--- src/design/mmdws_pkg.sv ---
// ----------------------------------------------------------------------------
// mmdws_pkg
// Shared types, mode codes and element kinds for the DMA write sequencer.
// ----------------------------------------------------------------------------
package mmdws_pkg;

	localparam int ADDR_BITS = 32;

	typedef logic [ADDR_BITS-1:0] addr_t;
	typedef logic [15:0]          word_t;
	typedef logic [2:0]           kind_t;
	typedef logic [2:0]           reg_idx_t;

	// configuration register indexes
	localparam reg_idx_t REG_MODE   = 3'd0;
	localparam reg_idx_t REG_FIRST  = 3'd1;
	localparam reg_idx_t REG_SECOND = 3'd2;
	localparam reg_idx_t REG_FILL   = 3'd3;
	localparam reg_idx_t REG_COUNT  = 3'd4;

	// mode codes
	localparam word_t MODE_SELF  = 16'hcffd;
	localparam word_t MODE_SWAP  = 16'he2dd;
	localparam word_t MODE_BUF   = 16'hfc2d;
	localparam word_t MODE_COPYA = 16'hfe3d;
	localparam word_t MODE_COPYB = 16'hfe6d;
	localparam word_t MODE_HALF  = 16'hfef5;
	localparam word_t MODE_BYTE  = 16'hffc5;
	localparam word_t MODE_FILLA = 16'hffcd;
	localparam word_t MODE_FILLB = 16'hffdd;

	// element kinds
	localparam kind_t K_NONE = 3'd0;
	localparam kind_t K_SELF = 3'd1;
	localparam kind_t K_SWAP = 3'd2;
	localparam kind_t K_BUF  = 3'd3;
	localparam kind_t K_COPY = 3'd4;
	localparam kind_t K_HALF = 3'd5;
	localparam kind_t K_BYTE = 3'd6;
	localparam kind_t K_FILL = 3'd7;

	function automatic kind_t mode_kind(input word_t mode);
		kind_t k;
		k = K_NONE;
		unique case (mode)
			MODE_SELF:              k = K_SELF;
			MODE_SWAP:              k = K_SWAP;
			MODE_BUF:               k = K_BUF;
			MODE_COPYA, MODE_COPYB: k = K_COPY;
			MODE_HALF:              k = K_HALF;
			MODE_BYTE:              k = K_BYTE;
			MODE_FILLA, MODE_FILLB: k = K_FILL;
			default:                k = K_NONE;
		endcase
		return k;
	endfunction

endpackage

--- src/design/multi_mode_dma_write_sequencer_unit.sv ---
// ----------------------------------------------------------------------------
// multi_mode_dma_write_sequencer_unit
// Register-programmed DMA engine: start and step beats in, bus writes out.
// ----------------------------------------------------------------------------
// The first result is registered in the result register, after the element register.
// One result per cycle while result_stall is low; an element yields 1 to 4 results,
//   one per beat (self-address mode 4, swap/buffer/half/byte modes 2, others 1).
// The element register accepts the next beat in the cycle its last write leaves.
// Reset (arst_n low, asynchronous): configuration, running state and valid flags clear, idle.
module multi_mode_dma_write_sequencer_unit
	import mmdws_pkg::*;
(
	input  logic        clk,
	input  logic        arst_n,
	input  logic        cfg_write,
	input  logic [2:0]  cfg_index,
	input  logic [31:0] cfg_data,
	input  logic        item_valid,
	output logic        item_stall,
	input  logic        cmd,
	input  logic [15:0] source_word,
	input  logic        source_ready,
	output logic        result_valid,
	input  logic        result_stall,
	output logic        write_enable,
	output logic [31:0] write_address,
	output logic [15:0] write_data,
	output logic        upper_lane,
	output logic        lower_lane,
	output logic        last,
	output logic        finished,
	output logic [31:0] next_read_address
);

	// configuration registers
	word_t       mode_q;
	addr_t       first_q, second_q;
	word_t       fill_q;
	logic [31:0] count_q;

	always_ff @(posedge clk or negedge arst_n) begin
		if (!arst_n) begin
			mode_q   <= '0;
			first_q  <= '0;
			second_q <= '0;
			fill_q   <= '0;
			count_q  <= '0;
		end else if (cfg_write) begin
			unique case (cfg_index)
				REG_MODE:   mode_q   <= cfg_data[15:0];
				REG_FIRST:  first_q  <= cfg_data[ADDR_BITS-1:0];
				REG_SECOND: second_q <= cfg_data[ADDR_BITS-1:0];
				REG_FILL:   fill_q   <= cfg_data[15:0];
				REG_COUNT:  count_q  <= cfg_data;
				default: ;
			endcase
		end
	end

	// running state
	addr_t       run_a_q, run_b_q;
	logic [31:0] left_q;
	logic        busy_q;

	// element register
	logic        valid_s1;
	kind_t       kind_s1;
	addr_t       a_s1, b_s1, nra_s1;
	word_t       src_s1;
	logic        fin_s1;
	logic [1:0]  beat_s1, last_beat_s1;

	logic accept, out_load, s1_done;

	assign out_load   = valid_s1 && (!result_valid || !result_stall);
	assign s1_done    = out_load && (beat_s1 == last_beat_s1);
	assign item_stall = valid_s1 && !s1_done;
	assign accept     = item_valid && !item_stall;

	// decode of the accepted beat against the current state
	kind_t       kind_c, kind_n;
	logic [1:0]  nlast_c;
	addr_t       inc_a, inc_b;
	logic        start_busy;

	always_comb begin
		kind_c = mode_kind(mode_q);
		inc_a  = '0;
		inc_b  = '0;
		nlast_c = 2'd0;
		case (kind_c)
			K_SELF: begin inc_a = addr_t'(8); nlast_c = 2'd3; end
			K_SWAP: begin inc_a = addr_t'(2); inc_b = addr_t'(4); nlast_c = 2'd1; end
			K_BUF:  begin inc_a = addr_t'(4); nlast_c = 2'd1; end
			K_COPY: begin inc_a = addr_t'(2); inc_b = addr_t'(2); end
			K_HALF: begin inc_a = addr_t'(4); nlast_c = 2'd1; end
			K_BYTE: begin inc_a = addr_t'(2); nlast_c = 2'd1; end
			K_FILL: inc_a = addr_t'(2);
			default: ;
		endcase
		start_busy = (kind_c != K_NONE) && (count_q != 32'd0)
			&& !((kind_c == K_BUF || kind_c == K_BYTE) && !source_ready);
		kind_n = (cmd && busy_q) ? kind_c : K_NONE;
	end

	always_ff @(posedge clk or negedge arst_n) begin
		if (!arst_n) begin
			run_a_q <= '0;
			run_b_q <= '0;
			left_q  <= '0;
			busy_q  <= 1'b0;
		end else if (accept) begin
			if (!cmd) begin
				run_a_q <= first_q;
				run_b_q <= second_q;
				left_q  <= count_q;
				busy_q  <= start_busy;
			end else if (kind_n == K_NONE) begin
				busy_q <= 1'b0;
			end else begin
				run_a_q <= run_a_q + inc_a;
				run_b_q <= run_b_q + inc_b;
				left_q  <= left_q - 32'd1;
				busy_q  <= (left_q != 32'd1);
			end
		end
	end

	always_ff @(posedge clk or negedge arst_n) begin
		if (!arst_n) begin
			valid_s1 <= 1'b0;
			beat_s1  <= '0;
		end else if (accept) begin
			valid_s1 <= 1'b1;
			beat_s1  <= '0;
		end else if (s1_done) begin
			valid_s1 <= 1'b0;
		end else if (out_load) begin
			beat_s1 <= beat_s1 + 2'd1;
		end
	end

	// payload of the element register
	always_ff @(posedge clk) begin
		if (accept) begin
			kind_s1      <= kind_n;
			a_s1         <= run_a_q;
			b_s1         <= run_b_q;
			src_s1       <= (kind_n == K_FILL) ? fill_q : source_word;
			last_beat_s1 <= (kind_n == K_NONE) ? 2'd0 : nlast_c;
			if (!cmd) begin
				fin_s1 <= !start_busy;
				nra_s1 <= first_q;
			end else if (kind_n == K_NONE) begin
				fin_s1 <= 1'b1;
				nra_s1 <= run_a_q;
			end else begin
				fin_s1 <= (left_q == 32'd1);
				nra_s1 <= run_a_q + inc_a;
			end
		end
	end

	// one bus write per beat
	logic [31:0] a32;
	addr_t       base, offs, addr_c;
	word_t       data_c;
	logic        we_c, up_c, lo_c;
	logic [7:0]  byte_c;

	always_comb begin
		a32    = 32'(a_s1);
		base   = (kind_s1 == K_SWAP || kind_s1 == K_COPY) ? b_s1 : a_s1;
		offs   = (kind_s1 == K_BYTE) ? addr_t'(beat_s1) : addr_t'({beat_s1, 1'b0});
		addr_c = base + offs;
		byte_c = (beat_s1 == 2'd0) ? src_s1[15:8] : src_s1[7:0];
		we_c   = (kind_s1 != K_NONE);
		up_c   = we_c;
		lo_c   = we_c;
		data_c = '0;
		case (kind_s1)
			K_SELF: begin
				case (beat_s1)
					2'd0:    data_c = {8'd0, a32[31:24]};
					2'd1:    data_c = a32[31:16];
					2'd2:    data_c = a32[23:8];
					default: data_c = a32[15:0];
				endcase
			end
			K_SWAP: data_c = beat_s1[0] ? {src_s1[7:0], src_s1[15:8]} : src_s1;
			K_BUF:  data_c = beat_s1[0] ? src_s1 : {8'd0, src_s1[15:8]};
			K_HALF: data_c = beat_s1[0] ? a32[15:0] : a32[31:16];
			K_BYTE: begin
				// odd address goes on the lower lane
				if (addr_c[0]) begin
					data_c = {8'd0, byte_c};
					up_c   = 1'b0;
				end else begin
					data_c = {byte_c, 8'd0};
					lo_c   = 1'b0;
				end
			end
			K_COPY, K_FILL: data_c = src_s1;
			default: ;
		endcase
		if (!we_c) addr_c = '0;
	end

	// result register
	always_ff @(posedge clk or negedge arst_n) begin
		if (!arst_n) begin
			result_valid <= 1'b0;
		end else if (out_load) begin
			result_valid <= 1'b1;
		end else if (!result_stall) begin
			result_valid <= 1'b0;
		end
	end

	always_ff @(posedge clk) begin
		if (out_load) begin
			write_enable      <= we_c;
			write_address     <= 32'(addr_c);
			write_data        <= data_c;
			upper_lane        <= up_c;
			lower_lane        <= lo_c;
			last              <= (beat_s1 == last_beat_s1);
			finished          <= fin_s1;
			next_read_address <= 32'(nra_s1);
		end
	end

`ifndef SYNTHESIS
	a_beat_range: assert property (@(posedge clk) disable iff (!arst_n)
		valid_s1 |-> beat_s1 <= last_beat_s1)
		else $error("beat index past last write of element");

	a_no_overrun: assert property (@(posedge clk) disable iff (!arst_n)
		accept |-> (!valid_s1 || s1_done))
		else $error("beat accepted while element still has writes pending");

	a_idle_lanes: assert property (@(posedge clk) disable iff (!arst_n)
		(result_valid && !write_enable) |-> (!upper_lane && !lower_lane && last))
		else $error("non-write result with lanes set or not last");

	a_multi_beat: assert property (@(posedge clk) disable iff (!arst_n)
		(valid_s1 && kind_s1 == K_NONE) |-> last_beat_s1 == 2'd0)
		else $error("non-write element with more than one result");
`endif

endmodule
--- config.mk ---
export PLATFORM = sky130hd
export DESIGN_NAME = multi_mode_dma_write_sequencer_unit
export DESIGN_NICKNAME = d
export VERILOG_FILES = /design/src/design/mmdws_pkg.sv /design/src/design/multi_mode_dma_write_sequencer_unit.sv
export SDC_FILE = /design/constraint.sdc
export NUM_CORES = 1
export LEC_CHECK = 0
export ABC_AREA = 0
export BUFFER_PORTS_ARGS = -buffer_cell sky130_fd_sc_hd__buf_2
export CORE_MARGIN = 1
export CORE_UTILIZATION = 45
export CTS_CLUSTER_SIZE = 30
export DETAILED_ROUTE_END_ITERATION = 6
export GPL_TIMING_DRIVEN = 0
export PLACE_DENSITY = 0.65
export SLEW_MARGIN = 15
export SYNTH_ARGS = -nofsm -noshare
export SYNTH_HDL_FRONTEND = slang
export SYNTH_SLANG_ARGS = --single-unit
--- constraint.sdc ---
create_clock -name clk -period 4 [get_ports clk]
set_clock_uncertainty 0.2 [all_clocks]
set_input_delay 0.2 -clock clk [delete_from_list [all_inputs] [get_ports clk]]
set_output_delay 0.2 -clock clk [all_outputs]
set_load 0.01 [all_outputs]
==> flow_summary.toml <==
[global_routing]
grt_max_degree = 88
grt_pass1_wl_um = 110000
gr-total-overflow = 0
grt_antenna_before_repair = 1
grt_pass1_vias = 16655
grt_usage = 0.315

[worst_setup_path]
crit_type = "flop to flop"
r2r_cells = 5
slowest_stage = "o311ai_1"
startpoint_type = "flop"
critPathMaxFanout = 10
cp-end-kind = "flop"
path_cells = "inv_2 > nor2_1 > clkbuf_1 > o21ai_1 > o311ai_1"
worstPathRequired_ns = 4.10
critPathArrivalTime_ns = 4.08
r2r_end = "nra_s1[8]"
cpPeakStageDelay_ns = 0.77
path_buf_inv = 2
ff2ff_setup_slack_ns = 0.01
path_delay_family = "compound AO/OA/AOI/OAI gates"
rr_startpoint = "busy_q"

[yosys]
yosysSeqAreaShare = 0.552
synthFlopType = "dfrtp_1"
syn_avg_cell_area_sq_um = 11.7
synthArstFlopShare = 0.530
synth_area_sq_mm = 0.0214
syn_inst = 1830
synth_edf_count = 203
synth_cell_types = 101
synth_nets = 1905
yosys_warnings = 0
ys_ff_latch = 432

[cts]
cts_tree = "done"
htreeDepth = 2
clk-insertion-delay-late_ns = 0.60
clk_transition_reported_paths_ns = 0.07
clockRootBuffer = "clkbuf_16"
numCtsBuffers = 47
cts_buffer_depth = 3
clock-sinks = 432

[route]
top_layer_used = "met4"
vias_per_cell = 6.32
wirelength_um = 75700
antenna_left = 0
wl_per_cell_um = 27.5
firstDrtPassIters = 7
met3_length_um = 6580
drt_iter0_drc = 1842
drc = 44
met1Wirelength_um = 30700
num_vias = 17399
wl_met2_um = 33900

[cells_and_area]
syn_to_final_growth_pct = 20.3
drive_above_1_share = 0.242
fillCellCount = 4025
fin_cells = 2753
nNetsFinal = 2178

[power_and_ir_drop]
p_leak_uw = 0.00973
p_per_area_mw_per_mm2 = 654
peakVddDrop_uv = 354

[floorplan]
ioPinCount = 145
die_y_um = 220
die_area_sq_mm = 0.0485
core_sq_mm = 0.0468
die_w_um = 220
num_rows = 79
start_util = 0.458

[placed_design]
place_hpwl_um = 53500
preCtsSetupSlack_ns = -0.918
port_buffers = 143
gp_congestion = 0.951
dp_cells = 2584

[worst_hold_path]
hold_path_class = "input pin to flop"
worstHoldEndpoint = "busy_q"
worstHoldStart = "source_ready"
holdPathStages = 4

[outcome]
outcome = "finished, violations left"
violations = "design-rule violations"

[flow_run]
maxCapViolCount = 0

[sta]
fmax_mhz = 251
tightest_slew_ns = 1.16
maxSlewHeadroom = 0.224
timing.final.ws_setup_ns = 0.0135
hold_viol = 0
slew_violations = 0
setup_viol = 0
fin_crit_sh = 0.997
period_needed_ns = 3.99
holdWs_ns = 0.102
setup_tns_ns = 0
==> registers in the layout, summed over array words and instances, names as in the netlist, 16 cells and up <==
name               flops
mode_q                16
run_b_q               32
write_data            16
first_q               32
nra_s1                32
src_s1                16
write_address         32
left_q                32
a32                   32
b_s1                  32
fill_q                16
count_q               32
next_read_address     32
second_q              32
run_a_q               32
==> synthesized netlist by cell type, types with 33 or more instances <==
cell type | n | area share
nor2_1 | 119 | 0.021
edfxtp_1 | 203 | 0.28
mux2_2 | 146 | 0.077
nor3_1 | 42 | 0.0098
xor2_1 | 33 | 0.014
dfrtp_1 | 229 | 0.27
and3_1 | 33 | 0.0096
clkbuf_1 | 60 | 0.011
nand3_1 | 60 | 0.014
nand2_1 | 169 | 0.030
o21ai_0 | 58 | 0.014
mux2i_1 | 53 | 0.025
a21oi_1 | 57 | 0.013
==> through the flow <==
stage,cell area [sq um],utilization,total power [uW]
CTS,25600,0.547,16700
floorplan,21400,-,9950
finish,25800,0.551,16800
global route,25700,0.551,17600
global placement,22900,0.489,11800
detailed placement,23000,0.492,11900
==> final cells by class <==
class                           instances  area (sq um)  share of cell area
Sequential cell                       432         11800               0.459
Multi-Input combinational cell       1263          9220               0.358
Timing Repair Buffer                  227          1620              0.0629
Clock buffer                           64          1350              0.0525
Tap cell                              607           759              0.0295
Buffer                                104           503              0.0195
Clock inverter                         24           354              0.0137
Inverter                               28           106             0.00413
Antenna cell                            4          10.0            0.000389
==> routing by layer <==
metal | GRT usage | up-vias
met2 | 0.482 | 961
met5 | 0 | -
li1 | - | 7563
met3 | 0.0624 | 230
met1 | 0.422 | 8645
met4 | 0.170 | 0
==> power breakdown <==
part           switching (uW)  internal [uW]
Combinational            2710           1840
Sequential               1320           6210
Clock                    1860           2900
==> worst min-delay path, delay by kind of cell <==
family          cells  cell delay, ns
buf+inv             1            0.10
compound gates      3            0.55
==> worst max path at each step <==
stage / depth (start not counted) / end / start
floorplan: 17 / run_a_q[23] / mode_q[10]
global placement: 1 / fill_q[14] / arst_n
detailed placement: 14 / write_address[13] / kind_s1[1]
CTS: 16 / nra_s1[31] / mode_q[11]
global route: 16 / nra_s1[31] / mode_q[13]
finish: 5 / nra_s1[8] / busy_q
==> kinds of logic (layout without fill, tap and decap cells) <==
kind of cell | Yosys count | in the layout | share of synthesized area
multiplexers | 199 | 199 | 0.102
other | 0 | 4 | 0
AO/OA/AOI/OAI | 392 | 392 | 0.141
adder cells (fa/ha/maj) | 17 | 17 | 0.0110
XOR/XNOR | 62 | 62 | 0.0254
buffers and inverters | 135 | 447 | 0.0276
AND/OR/NAND/NOR | 593 | 593 | 0.141
flip-flops | 432 | 432 | 0.552
==> cell usage in the layout (no fill, tap or decap), types with 48 or more instances in the layout <==
master / n
dfrtp_1: 228
nand3_1: 58
nand2_1: 167
mux2i_1: 53
clkbuf_1: 64
nor2_1: 117
mux2_2: 146
dlygate4sd3_1: 59
buf_2: 161
o21ai_0: 56
clkbuf_16: 48
edfxtp_1: 203
a21oi_1: 54
==> repair_timing <==
action	CTS	global route
endpoints found under the setup margin	169	42
hold buffers	60	0
setup buffers	12	8
pin swaps	12	18
endpoints found under the hold margin	290	0
gates resized for setup	39	26
Power figures use the tool's default switching activity.
